[config.mk]
export PLATFORM = sky130hd
export DESIGN_NAME = bcd_fixed_width_arith_unit_top
export DESIGN_NICKNAME = d
export VERILOG_FILES = /design/src/rtl/bcd_arith_pkg.sv /design/src/rtl/bcd_fixed_width_arith_unit_top.sv
export SDC_FILE = /design/constraint.sdc
export NUM_CORES = 1
export LEC_CHECK = 0
export BUFFER_PORTS_ARGS = -buffer_cell sky130_fd_sc_hd__buf_2
export CAP_MARGIN = 20
export CORE_MARGIN = 5
export CORE_UTILIZATION = 30
export CTS_CLUSTER_DIAMETER = 60
export DETAILED_ROUTE_END_ITERATION = 10
export GPL_ROUTABILITY_DRIVEN = 0
export REMOVE_ABC_BUFFERS = 1
export SYNTH_ARGS = -nofsm -noshare
export SYNTH_HDL_FRONTEND = slang
export SYNTH_SLANG_ARGS = --single-unit
[constraint.sdc]
create_clock -name i_clk -period 17.9 [get_ports i_clk]
set_input_delay 1.79 -clock i_clk [delete_from_list [all_inputs] [get_ports i_clk]]
set_output_delay 1.79 -clock i_clk [all_outputs]
set_load 0.02 [all_outputs]
[src/rtl/bcd_arith_pkg.sv]
// package: types, opcodes and states for the bcd arithmetic unit
`timescale 1ns / 1ps
package bcd_arith_pkg;
    localparam int unsigned DIGITS_DEF = 16;
    localparam int unsigned WORD_W = 64;

    typedef enum logic [1:0] {
        OP_ADD = 2'd0,
        OP_MUL = 2'd1,
        OP_DIV = 2'd2,
        OP_CMP = 2'd3
    } t_op;

    typedef struct packed {
        logic [1:0]        operation;
        logic [WORD_W-1:0] operand_a;
        logic [WORD_W-1:0] operand_b;
    } t_in_item;

    typedef struct packed {
        logic [WORD_W-1:0] result_value;
        logic              less_than;
        logic              equal;
        logic              divide_by_zero;
    } t_out_item;

    typedef enum logic [2:0] {
        ST_IDLE,
        ST_CMP,
        ST_ADD,
        ST_MUL,
        ST_DIV,
        ST_DONE
    } t_state;
endpackage

[src/rtl/bcd_fixed_width_arith_unit_top.sv]
// top level: sequential bcd add, multiply, divide and compare unit
//
//  channel | signals                      | payload
//  in      | i_in_valid / o_in_stall      | bcd_arith_pkg::t_in_item
//  out     | o_out_valid / i_out_stall    | bcd_arith_pkg::t_out_item
//
// one shared digit adder/subtractor/multiplier (single bcd digit with carry)
// does all work: a compare pass over DIGITS digits first; add: one more pass;
// multiply: DIGITS rows of DIGITS digit steps; divide: DIGITS positions of up
// to ten trial subtractions over DIGITS+1 digits; then the result register
// loads; sync active-low reset clears only state and valid; stall holds result
`timescale 1ns / 1ps
module bcd_fixed_width_arith_unit_top #(
    parameter int unsigned DIGITS = bcd_arith_pkg::DIGITS_DEF
) (
    input  logic                     i_clk,
    input  logic                     i_rst_n,
    input  logic                     i_in_valid,
    output logic                     o_in_stall,
    input  bcd_arith_pkg::t_in_item  i_in_item,
    output logic                     o_out_valid,
    input  logic                     i_out_stall,
    output bcd_arith_pkg::t_out_item o_out_item
);
    localparam int unsigned IW = (DIGITS > 1) ? $clog2(DIGITS) : 1;
    localparam int unsigned RW = DIGITS + 1;   // remainder digits
    localparam int unsigned RIW = $clog2(RW);

    bcd_arith_pkg::t_state r_state, n_state;
    logic [1:0]        r_op, n_op;
    logic [3:0]        r_a [DIGITS];
    logic [3:0]        r_b [DIGITS];
    logic [3:0]        r_acc [DIGITS];    // sum / product / quotient
    logic [3:0]        r_rem [RW];        // divide remainder
    logic [3:0]        r_tmp [RW];        // trial difference
    logic [IW-1:0]     r_i, n_i;          // row / position
    logic [RIW-1:0]    r_j, n_j;          // digit within pass
    logic              r_cy, n_cy;
    logic [3:0]        r_mcy, n_mcy;      // multiply carry digit
    logic              r_lt, n_lt, r_eq, n_eq, r_dz, n_dz;
    logic              r_ovalid, n_ovalid;
    logic [3:0]        r_qd, n_qd;
    bcd_arith_pkg::t_out_item r_out;

    // digit unit selects
    logic [3:0] s_x, s_y, s_m;
    logic [3:0] s_add_d, s_sub_d;
    logic       s_add_c, s_sub_b;
    logic [4:0] s_sum;
    logic [4:0] s_dif;
    logic [7:0] s_prod;
    logic [8:0] s_mac;
    logic [16:0] s_mac_q;
    logic [3:0] s_mac_d, s_mac_c;
    logic       s_last_j;
    logic [IW-1:0] s_mul_k;
    logic          s_mul_in;
    logic [bcd_arith_pkg::WORD_W-1:0] s_res;

    function automatic logic [3:0] sat9(input logic [3:0] n);
        sat9 = (n > 4'd9) ? 4'd9 : n;
    endfunction

    // shared adder/subtractor and multiply-accumulate on one digit
    always_comb begin
        s_sum   = {1'b0, s_x} + {1'b0, s_y} + {4'd0, r_cy};
        s_add_c = (s_sum > 5'd9);
        s_add_d = s_add_c ? 4'(s_sum - 5'd10) : s_sum[3:0];
        s_dif   = {1'b0, s_x} - {1'b0, s_y} - {4'd0, r_cy};
        s_sub_b = s_dif[4];
        s_sub_d = s_sub_b ? 4'(s_dif + 5'd10) : s_dif[3:0];
        s_prod  = s_x * s_m;
        s_mac   = {1'b0, s_prod} + {5'd0, s_y} + {5'd0, r_mcy};
        // divide by ten as multiply by 205 and shift by 11, exact up to 99
        s_mac_q = 17'(s_mac) * 17'd205;
        s_mac_c = s_mac_q[14:11];
        s_mac_d = 4'(s_mac - 9'(s_mac_c) * 9'd10);
    end

    always_comb begin
        s_res = '0;
        for (int k = 0; k < DIGITS; k++) s_res[4*k +: 4] = r_acc[k];
    end

    always_comb begin
        s_x = '0; s_y = '0; s_m = '0;
        s_mul_k = IW'(r_i + IW'(r_j));
        s_mul_in = ({1'b0, r_i} + {1'b0, IW'(r_j)}) < (IW+1)'(DIGITS)
                   && 32'(r_j) < 32'(DIGITS);
        case (r_state)
            bcd_arith_pkg::ST_CMP: begin
                s_x = r_a[r_j[IW-1:0]];
                s_y = r_b[r_j[IW-1:0]];
            end
            bcd_arith_pkg::ST_ADD: begin
                s_x = r_a[r_j[IW-1:0]];
                s_y = r_b[r_j[IW-1:0]];
            end
            bcd_arith_pkg::ST_MUL: begin
                s_x = r_b[r_j[IW-1:0]];
                s_m = r_a[r_i];
                s_y = s_mul_in ? r_acc[s_mul_k] : 4'd0;
            end
            bcd_arith_pkg::ST_DIV: begin
                s_x = r_rem[r_j];
                s_y = (32'(r_j) < 32'(DIGITS)) ? r_b[r_j[IW-1:0]] : 4'd0;
            end
            default: ;
        endcase
    end

    assign s_last_j = (32'(r_j) == 32'(DIGITS - 1));

    always_comb begin
        n_state = r_state; n_op = r_op; n_i = r_i; n_j = r_j; n_cy = r_cy;
        n_mcy = r_mcy; n_lt = r_lt; n_eq = r_eq; n_dz = r_dz;
        n_ovalid = r_ovalid; n_qd = r_qd;
        if (r_ovalid && !i_out_stall) n_ovalid = 1'b0;
        case (r_state)
            bcd_arith_pkg::ST_IDLE: begin
                if (i_in_valid) begin
                    n_state = bcd_arith_pkg::ST_CMP;
                    n_op = i_in_item.operation;
                    n_j = '0; n_cy = 1'b0; n_eq = 1'b1; n_dz = 1'b1;
                end
            end
            bcd_arith_pkg::ST_CMP: begin
                // lsd first subtract: final borrow gives a < b
                n_cy = s_sub_b;
                if (s_x != s_y) n_eq = 1'b0;
                if (s_y != 4'd0) n_dz = 1'b0;
                n_j = RIW'(r_j + 1'b1);
                if (s_last_j) begin
                    n_lt = s_sub_b;
                    n_j = '0; n_i = '0; n_cy = 1'b0; n_mcy = '0; n_qd = '0;
                    case (r_op)
                        bcd_arith_pkg::OP_ADD: n_state = bcd_arith_pkg::ST_ADD;
                        bcd_arith_pkg::OP_MUL: n_state = bcd_arith_pkg::ST_MUL;
                        bcd_arith_pkg::OP_DIV: begin
                            n_state = n_dz ? bcd_arith_pkg::ST_DONE
                                           : bcd_arith_pkg::ST_DIV;
                            n_i = IW'(DIGITS - 1);
                        end
                        default: n_state = bcd_arith_pkg::ST_DONE;
                    endcase
                end
            end
            bcd_arith_pkg::ST_ADD: begin
                n_cy = s_add_c;
                n_j = RIW'(r_j + 1'b1);
                if (s_last_j) n_state = bcd_arith_pkg::ST_DONE;
            end
            bcd_arith_pkg::ST_MUL: begin
                n_mcy = s_mac_c;
                n_j = RIW'(r_j + 1'b1);
                if (s_last_j) begin
                    n_j = '0; n_mcy = '0;
                    n_i = IW'(r_i + 1'b1);
                    if (32'(r_i) == 32'(DIGITS - 1)) n_state = bcd_arith_pkg::ST_DONE;
                end
            end
            bcd_arith_pkg::ST_DIV: begin
                // walk remainder digits lsd..msd subtracting divisor
                n_cy = s_sub_b;
                if (r_j == RIW'(RW - 1)) n_j = '0;
                else n_j = RIW'(r_j + 1'b1);
                if (r_j == RIW'(DIGITS)) begin
                    // one pass ends after the top digit
                    n_cy = 1'b0;
                    if (s_sub_b) begin
                        // trial failed: commit quotient digit, next position
                        n_qd = '0;
                        if (r_i == '0) n_state = bcd_arith_pkg::ST_DONE;
                        else n_i = IW'(r_i - 1'b1);
                    end else begin
                        n_qd = 4'(r_qd + 1'b1);
                    end
                end
            end
            bcd_arith_pkg::ST_DONE: begin
                if (!r_ovalid || !i_out_stall) begin
                    n_ovalid = 1'b1;
                    n_state = bcd_arith_pkg::ST_IDLE;
                end
            end
            default: n_state = bcd_arith_pkg::ST_IDLE;
        endcase
    end

    // division: position i starts with rem = rem*10 + a[i], each trial sweeps
    // index j over digits 0..DIGITS
    always_ff @(posedge i_clk) begin
        if (!i_rst_n) begin
            r_state <= bcd_arith_pkg::ST_IDLE;
            r_ovalid <= 1'b0;
        end else begin
            r_state <= n_state;
            r_ovalid <= n_ovalid;
        end
        r_op <= n_op; r_i <= n_i; r_j <= n_j; r_cy <= n_cy; r_mcy <= n_mcy;
        r_lt <= n_lt; r_eq <= n_eq; r_dz <= n_dz; r_qd <= n_qd;
        case (r_state)
            bcd_arith_pkg::ST_IDLE: begin
                for (int k = 0; k < DIGITS; k++) begin
                    r_a[k] <= sat9(i_in_item.operand_a[4*k +: 4]);
                    r_b[k] <= sat9(i_in_item.operand_b[4*k +: 4]);
                    r_acc[k] <= '0;
                end
                for (int k = 0; k < RW; k++) r_rem[k] <= '0;
            end
            bcd_arith_pkg::ST_CMP: begin
                if (s_last_j && r_op == bcd_arith_pkg::OP_DIV) begin
                    // shift first dividend digit in
                    for (int k = RW - 1; k > 0; k--) r_rem[k] <= r_rem[k-1];
                    r_rem[0] <= r_a[DIGITS-1];
                end
            end
            bcd_arith_pkg::ST_ADD: r_acc[r_j[IW-1:0]] <= s_add_d;
            bcd_arith_pkg::ST_MUL: if (s_mul_in) r_acc[s_mul_k] <= s_mac_d;
            bcd_arith_pkg::ST_DIV: begin
                if (r_j != RIW'(DIGITS)) r_tmp[r_j] <= s_sub_d;
                else begin
                    if (s_sub_b) begin
                        r_acc[r_i] <= r_qd;
                        if (r_i != '0) begin
                            for (int k = RW - 1; k > 0; k--) r_rem[k] <= r_rem[k-1];
                            r_rem[0] <= r_a[IW'(r_i - 1'b1)];
                        end
                    end else begin
                        for (int k = 0; k < DIGITS; k++) r_rem[k] <= r_tmp[k];
                        r_rem[DIGITS] <= s_sub_d;
                    end
                end
            end
            default: ;
        endcase
        if (r_state == bcd_arith_pkg::ST_DONE && (!r_ovalid || !i_out_stall)) begin
            r_out.result_value <= s_res;
            r_out.less_than <= r_lt;
            r_out.equal <= r_eq;
            r_out.divide_by_zero <= (r_op == bcd_arith_pkg::OP_DIV) && r_dz;
        end
    end

    assign o_in_stall = (r_state != bcd_arith_pkg::ST_IDLE);
    assign o_out_valid = r_ovalid;
    assign o_out_item = r_out;
endmodule
After elaboration in Yosys (flattened, before gate mapping)
Memory sizes are Yosys's and may differ from the RTL's. A register that Yosys moved wholly into a read port is not among the register bits.
Cells that the tools add are included.
{"block": "totals", "reg_bits": 30, "ram_bits": 328, "input_bits": 134, "wordCells": 352, "mem_count": 5}
{"name": "r_rem", "depth": 17, "word_bits": 4, "rd": 17, "rd_clocked_by_memory_dff": 1, "wr": 17, "line": "bcd_fixed_width_arith_unit_top.sv:34", "text": "logic [3:0] r_rem [RW];"}
{"name": "r_tmp", "depth": 17, "word_bits": 4, "rd": 16, "rd_clocked_by_memory_dff": 0, "wr": 1, "line": "bcd_fixed_width_arith_unit_top.sv:35", "text": "logic [3:0] r_tmp [RW];"}
{"name": "r_a", "depth": 16, "word_bits": 4, "rd": 4, "rd_clocked_by_memory_dff": 2, "wr": 16, "line": "bcd_fixed_width_arith_unit_top.sv:31", "text": "logic [3:0] r_a [DIGITS];"}
{"name": "r_acc", "depth": 16, "word_bits": 4, "rd": 17, "rd_clocked_by_memory_dff": 16, "wr": 16, "line": "bcd_fixed_width_arith_unit_top.sv:33", "text": "logic [3:0] r_acc [DIGITS];"}
{"name": "r_b", "depth": 16, "word_bits": 4, "rd": 1, "rd_clocked_by_memory_dff": 1, "wr": 16, "line": "bcd_fixed_width_arith_unit_top.sv:32", "text": "logic [3:0] r_b [DIGITS];"}
{"block": "classes", "n_addsub": 15, "mul": 3, "magnitude_cmp": 35, "n_eq_ne": 23, "n_mux": 171, "bitwise_logic": 51, "n_reduce_logical": 35}
{"operator": "4-bit two-way mux", "n": 107}
{"operator": "4-bit greater-than comparator, second input constant", "n": 32}
{"operator": "1-bit OR", "n": 51}
{"operator": "1-bit two-way mux", "n": 40}
{"operator": "4-bit one-hot mux with 3 select lines", "n": 3}
{"operator": "3-bit two-way mux", "n": 9}
{"operator": "2-bit != test, second input constant", "n": 11}
{"operator": "5-bit two-way mux", "n": 4}
{"operator": "5-bit one-hot mux with 4 select lines", "n": 1}
{"operator": "3-bit one-hot mux with 6 select lines", "n": 1}
{"operator": "4-bit one-hot mux with 2 select lines", "n": 2}
{"operator": "4-bit nonzero test", "n": 4}
{"operator": "9-bit by 8-bit multiplier with 15-bit output, second input constant", "n": 1}
{"operator": "2-bit AND reduction", "n": 6}
{"operator": "4-bit OR reduction", "n": 3}
{"operator": "4-bit by 4-bit adder with 5-bit output", "n": 2}
{"operator": "5-bit less-than comparator, second input constant", "n": 2}
{"operator": "8-bit by 4-bit adder with 9-bit output", "n": 1}
{"operator": "9-bit by 4-bit adder with 9-bit output", "n": 1}
{"operator": "3-bit one-hot mux with 3 select lines", "n": 1}
{"operator": "9-bit AND reduction", "n": 1}
{"operator": "4-bit by 1-bit adder with 4-bit output, second input constant", "n": 2}
{"operator": "4-bit by 4-bit multiplier with 8-bit output", "n": 1}
{"operator": "3-bit by 2-bit == test with 1-bit output, second input constant", "n": 2}
{"operator": "other kinds (33)", "n": 45}

Depth between registers and ports, before layout
Gate-level depths: netlist of run 1.
{"block": "depth", "word_depth": 13, "depth_mapped": 46}

Least setup slack after synthesis of run 1
OpenSTA, ideal clock, no wires.
{"block": "synth_path", "path_type": "flip-flop to flip-flop", "from": "register (tool-made name)", "to": "memory r_acc[6][3], data pin", "setup_time_ps": 259, "arrival_ps": 9997, "t_required_ps": 17641, "setup_slack_ps": 7645, "path_stages_with_launch": 42, "period_less_slack_ps": 10255, "path_cell_list": "dfxtp_1 > buf_4 > buf_6 > buf_2 > buf_2 > buf_2 > mux4_2 > mux4_2 > mux2i_1 > o221ai_1 > nand2_1 > fa_1 > fa_1 > fa_1 > fa_1 > inv_1 > a21oi_1 > o21ai_0 > [6 not listed] > inv_1 > fa_1 > inv_1 > ha_1 > o21ai_0 > o21a_1 > o21ai_0 > xnor2_1 > inv_1 > ha_1 > fa_1 > xor2_1 > xnor2_1 > xnor3_1 > nor2_1 > a221oi_4 > buf_4 > nor2_1"}
{"item": "end, declared", "line": "bcd_fixed_width_arith_unit_top.sv:33"}

==> flow_metrics.tcl, run 1 <==
set metrics [dict create \
    status "finished, final reports clean" \
    timing.rr.start "r_j[0]" \
    ys.warnings.count 0 \
    tightestPinTransition_ns 1.05 \
    critPathRequiredTime_ns 18.20 \
    slowest_delay_ns 1.20 \
    worstPathMaxFanout 19 \
    layout_common_cells "edfxtp_1 (414), buf_2 (202), nor2_1 (98)" \
    hold_class "flip-flop to flip-flop" \
    syn_area_sq_um 22000 \
    finalSetupTns_ns 0 \
    end_kind "flip-flop" \
    yosys-top-cells-area "edfxtp_1 (57%), mux4_2 (9.9%), ha_1 (4.4%)" \
    drc_errors 0 \
    grt.total_usage_pct 13.9 \
    worstSkewPairLatency_ns 0.59 \
    maxSlewHeadroom_pct 29.7 \
    wl_per_cell_microns 20.7 \
    globalRoute.totalOverflow 0 \
    postCtsHoldBufs 0 \
    drv_slew 0 \
    cts_made_buffers 47 \
    max_cap_viol_count 0 \
    postCtsSetupBuffers 0 \
    ys_seq_elements 427 \
    rsz0062_at_grt "false" \
    grt_pass1_vias 14056 \
    fin_cells 2714 \
    portBuffers 202 \
    cts_sinks 427 \
    worstHoldStart "r_acc[0][2]" \
    min_period_ns 11.51 \
    fin_util_pct 35.1 \
    nets 1958 \
    grt_pass1_wl_mm 85.2 \
    synth_compound_area_share_pct 7.90 \
    endpoint "r_acc[8][3]" \
    synth_top_area_cell "edfxtp_1" \
    syn_avg_cell_area_sq_um 14.2 \
    yosysSeqAreaShare_pct 57.7 \
    fin_area_sq_um 25600 \
    reg2reg_to "r_acc[8][3]" \
    fp.dieW_microns 281 \
    r2r_slack_ns 6.39 \
    synth-xor-area-share_pct 1.49 \
    area_delta_synth_final_pct 16.2 \
    arrival_ns 11.81 \
    path_common_cell "inv_1" \
    synthFlopType "edfxtp_1" \
    synthSimpleGateAreaFrac_pct 9.53 \
    crit_start "r_j[0]" \
    placed_area_sq_um 23900 \
    clk_path_buf_depth 3 \
    fin_worst_skew_ns 0.0341 \
    drive_gt1_share_pct 24.9 \
    pin_count 203 \
    hold_violations 0 \
    vias_per_cell 5.08 \
    synth_fa_ha_area_share_pct 7.08 \
    start_util_pct 30.2 \
    cts.repair.resized 0 \
    fin_crit_sh_pct 64.3 \
    htreeDepth 2 \
    crit_path_top_delay_cell "fa_1" \
    core-area_sq_um 72800 \
    antenna_found_initial 4 \
    place_hpwl_mm 41.8 \
    multiInputGateArea_sq_um 8530 \
    critical_path_class "flip-flop to flip-flop" \
    grt_max_degree 78 \
    first_iter_violations 1191 \
    clk_pin_slew_ns 0.06 \
    cts_tree "yes" \
    synth_cell_types 82 \
    reg2reg_depth 41 \
    final_common_cell "edfxtp_1" \
    synth_top_family_by_area "multiplexers" \
    die_h_microns 281 \
    yosysTopAreaCellShare_pct 56.5 \
    vias 13796 \
    num-fill-cells 7022 \
    wl_mm 56.1 \
    rows 99 \
    die-area_sq_um 78800 \
    synth-edff-count 414 \
    regArea_sq_um 12700 \
    synth_cells 1547 \
    setup_viol_count_final 0 \
    async_flop_share_pct 0 \
    dpl.cell_count 2625 \
    ant_nets 0 \
    dr.pass1.iters 5 \
    start_kind "flip-flop" \
    muxShareOfSynthArea_pct 12.7 \
    root_buffer "clkbuf_16" \
    max_freq_ghz 0.0869 \
]
layer usage:
metal / GRT usage, % / part of all wire, % / vias up
li1: - / - / 6201
met1: 19.5 / 43 / 6868
met2: 21.7 / 46 / 633
met3: 3.32 / 8.6 / 94
met4: 3.67 / 2.4 / 0
met5: 0 / 0 / -
sequential cells by signal (all words and copies together), names as in the netlist, 2 cells and up, named ones only:
signal      flops
r_j             5
r_qd            4
o_out_item     67
r_i             4
r_b            64
r_acc          64
r_tmp          64
r_op            2
r_a            64
r_mcy           4
r_rem          68
r_state         3
layout make-up:
type / instances / area share (%)
repair buffers: 221 / 4.56
inverters: 97 / 1.43
diodes: 2 / 0.0196
well taps: 959 / 4.69
clock buffers: 55 / 4.88
multi-input cells: 923 / 33.4
flip-flops and latches: 427 / 49.7
clock inverters: 30 / 1.38
metrics by stage:
stage	setup slack, ns	hold WS (ns)
4_1_cts	6.41	0.439
3_5_place_dp	6.48	0.426
2_1_floorplan	6.90	0.400
6_report	6.39	0.433
5_1_grt	5.93	0.457
3_3_place_gp	6.77	0.427
worst max-delay path: cells and delay by family, from the launching register on:
kind / cells / cell delay [ns]
XOR/XNOR: 5 / 1.14
adder cells (fa/ha/maj): 14 / 5.80
buffers and inverters: 10 / 0.72
AO/OA/AOI/OAI: 6 / 1.43
flip-flops: 1 / 0.49
multiplexers: 2 / 0.80
AND/OR/NAND/NOR: 4 / 0.84
logic make-up after synthesis:
logic type | Yosys count
AND/OR/NAND/NOR | 404
AO/OA/AOI/OAI | 234
adder cells (fa/ha/maj) | 107
multiplexers | 143
XOR/XNOR | 35
flip-flops | 427
buffers and inverters | 197
worst min-delay path by stage:
stage	endpoint	slack (ns)	cells past startpoint
final	o_out_item[5]	0.43	0
after global routing	o_out_item[40]	0.46	0
after CTS	o_out_item[5]	0.44	0
after global placement	o_out_item[22]	0.43	0
after detailed placement	o_out_item[5]	0.43	0
after floorplan	o_out_item[1]	0.40	0
cell usage after synthesis (all sizes together) (29+ instances only):
master and count:
nor2 100, edfxtp 414, nor3 31, ha 78
mux2i 31, fa 29, mux4 105, nor2b 70
inv 97, clkbuf 72, nand2 90, o21ai 58
a22o 70, nand2b 42
Power of run 1 is not shown: default switching activity piles up to over one toggle a cycle in this logic, so the estimate is an artifact.
==> inputs of run 2 (changes only) <==
Settings changed: ABC_AREA from default to 1.
Clock period 17.9 ns to 9.43 ns, I/O delays scaled along.
==> run 2 against run 1 <==
  * Register-to-register slack worse by 6.1 ns
  * Worst setup slack lost 6.1 ns
  * Utilization is 0.92 points higher
  * Largest cell class unchanged
  * Worst hold slack lost 0.0052 ns
  * Sequential share of layout area fell by 3.2 points
  * Final cell count is 36% higher
  * Highest routed layer is now met5
  * Synthesized area up 4.1%
  * Clock-buffer cell count grew 1
  * Via count rose by 28%
  * Fmax grew 26%
  * Global-route usage rose by 1.1 points
==> flow_metrics.tcl, run 2 <==
set metrics [dict create \
    status "finished, final reports clean" \
    arrival_ns 9.49 \
    reg2reg_depth 48 \
    die_h_microns 286 \
    end_kind "flip-flop" \
    reg2reg_to "r_acc[6][3]" \
    maxSlewHeadroom_pct 23.4 \
    synth_common_cells "nand2_1 (570), edfxtp_1 (414), inv_1 (311), nor2_1 (228), o21ai_0 (215)" \
    ant_nets 0 \
    async_flop_share_pct 0 \
    hold_depth 0 \
    whs_endpoint "o_out_item[1]" \
    max_cap_viol_count 0 \
    largest_register_ffs 68 \
    rsz0062_at_grt "true" \
    worstPathMaxFanout 8 \
    rows 101 \
    wl_mm 63.2 \
    top_register "r_rem" \
    vias_per_cell 4.79 \
    ys_seq_elements 427 \
    pin_count 203 \
    area_delta_synth_final_pct 19.2 \
    synth_cell_types 50 \
    yosysSeqAreaShare_pct 55.4 \
    layout_common_cells "nand2_1 (562), edfxtp_1 (414), inv_1 (299)" \
    core-area_sq_um 75800 \
    min_period_ns 9.17 \
    cts_sinks 427 \
    worstSkewPairLatency_ns 0.60 \
    worstHoldStart "r_eq" \
    critPathRequiredTime_ns 9.74 \
    syn_area_sq_um 22900 \
    grt.total_usage_pct 14.9 \
    crit_start "r_i[0]" \
    critical_path_class "flip-flop to flip-flop" \
    r2r_slack_ns 0.26 \
    tightestPinTransition_ns 1.14 \
    postCtsHoldBufs 0 \
    max_freq_ghz 0.109 \
    first_iter_violations 1705 \
    regArea_sq_um 12700 \
    nets 2907 \
    root_buffer "clkbuf_16" \
    syn_avg_cell_area_sq_um 9.36 \
    die-area_sq_um 82000 \
    hold_violations 0 \
    clk_path_buf_depth 3 \
    synth_top_area_cell "edfxtp_1" \
    cts_made_buffers 48 \
    wl_met1_mm 27.8 \
    dr.pass1.iters 5 \
    grt_pass1_wl_mm 97.3 \
    synth.most_common_cell "nand2_1" \
    top_layer "met5" \
    start_kind "flip-flop" \
    hold_class "flip-flop to flip-flop" \
    portBuffers 202 \
    start_util_pct 30.2 \
    globalRoute.totalOverflow 0 \
    yosysTopAreaCellShare_pct 54.3 \
    vias 17641 \
    fp.dieW_microns 286 \
    drv_slew 0 \
    fin_worst_skew_ns 0.0448 \
    crit_path_top_delay_cell "fa_2" \
    route.met2.wl_mm 28.2 \
    grt_max_degree 80 \
    timing.rr.start "r_i[0]" \
    yosys-top-cells-area "edfxtp_1 (54%), nand2_1 (9.3%), inv_1 (5.1%)" \
    num-fill-cells 7590 \
    wl_per_cell_microns 17.1 \
    grt_pass1_vias 16858 \
    synth-edff-count 414 \
    final_common_cell "nand2_1" \
    place_hpwl_mm 45.7 \
    setup_viol_count_final 0 \
    drc_errors 0 \
    clk_pin_slew_ns 0.06 \
    whs_ns 0.428 \
    ys.warnings.count 0 \
    drive_gt1_share_pct 17.8 \
    htreeDepth 2 \
    antenna_found_initial 7 \
    synth_cells 2448 \
    multiInputGateArea_sq_um 8620 \
    fin_crit_sh_pct 97.3 \
    wl_met3_mm 5.51 \
    cts_tree "yes" \
    slowest_delay_ns 0.57 \
    synthFlopType "edfxtp_1" \
]
-- run 2: cell count changes after synthesis, sizes merged, moves of 105 or more --
cell   before  now
mux4      105    0
nand3      13  120
nand2      90  581
inv        97  323
nor2      100  240
o21ai      58  222
-- run 2: worst max-delay path: cells and delay by family, from the launching register on --
kind / cells / cell delay (ns)
AO/OA/AOI/OAI: 7 / 0.82
XOR/XNOR: 3 / 0.49
adder cells (fa/ha/maj): 13 / 4.85
buffers and inverters: 9 / 0.91
flip-flops: 1 / 0.40
AND/OR/NAND/NOR: 16 / 1.43
-- run 2: worst max path at each step --
stage,end,depth (start not counted)
floorplan,r_rem[0][0],5
global placement,r_acc[2][3],47
detailed placement,r_acc[5][3],47
CTS,r_acc[5][3],52
global route,r_acc[6][3],48
finish,r_acc[6][3],48
-- run 2: repair_timing --
item,in CTS,in global routing
setup buffers,6,6
gates resized for setup,23,50
gates cloned,1,1
pin swaps,21,39
setup endpoints to repair,18,32
-- run 2: cell type report --
cell class | instances | share of cell area [%]
clock buffers | 56 | 4.66
multi-input cells | 1562 | 31.6
inverters | 324 | 4.47
well taps | 978 | 4.48
repair buffers | 303 | 7.25
diodes | 5 | 0.0458
flip-flops and latches | 427 | 46.5
clock inverters | 29 | 1.04
-- run 2: stage by stage --
stage,setup WS (ns),utilization (%),setup TNS [ns],instances,area [sq um]
final,0.258,36.0,0,3684,27300
after global routing,-0.142,36.0,-1.84,3680,27300
after global placement,-0.0807,33.4,-1.19,3579,25400
after CTS,0.0423,35.7,0,3671,27100
after detailed placement,-0.186,33.4,-2.83,3579,25400
after floorplan,-1.32,-,-125.07,2313,22300
-- run 2: routing by layer --
layer	track usage, %	vias up
met5	0	-
met4	4.21	4
met3	3.31	106
met2	23.1	709
met1	21.2	8226
li1	-	8596
-- run 2: cells by family (layout without fill, tap and decap cells) --
| logic type | count (synthesis) | after routing | synth area share, % |
|---|---|---|---|
| AO/OA/AOI/OAI | 447 | 447 | 10.9 |
| XOR/XNOR | 22 | 22 | 0.841 |
| adder cells (fa/ha/maj) | 107 | 107 | 6.80 |
| buffers and inverters | 459 | 712 | 8.12 |
| flip-flops | 427 | 427 | 55.4 |
| other | 0 | 5 | 0 |
| AND/OR/NAND/NOR | 986 | 986 | 17.9 |
Power of run 2 is left out for the same reason.
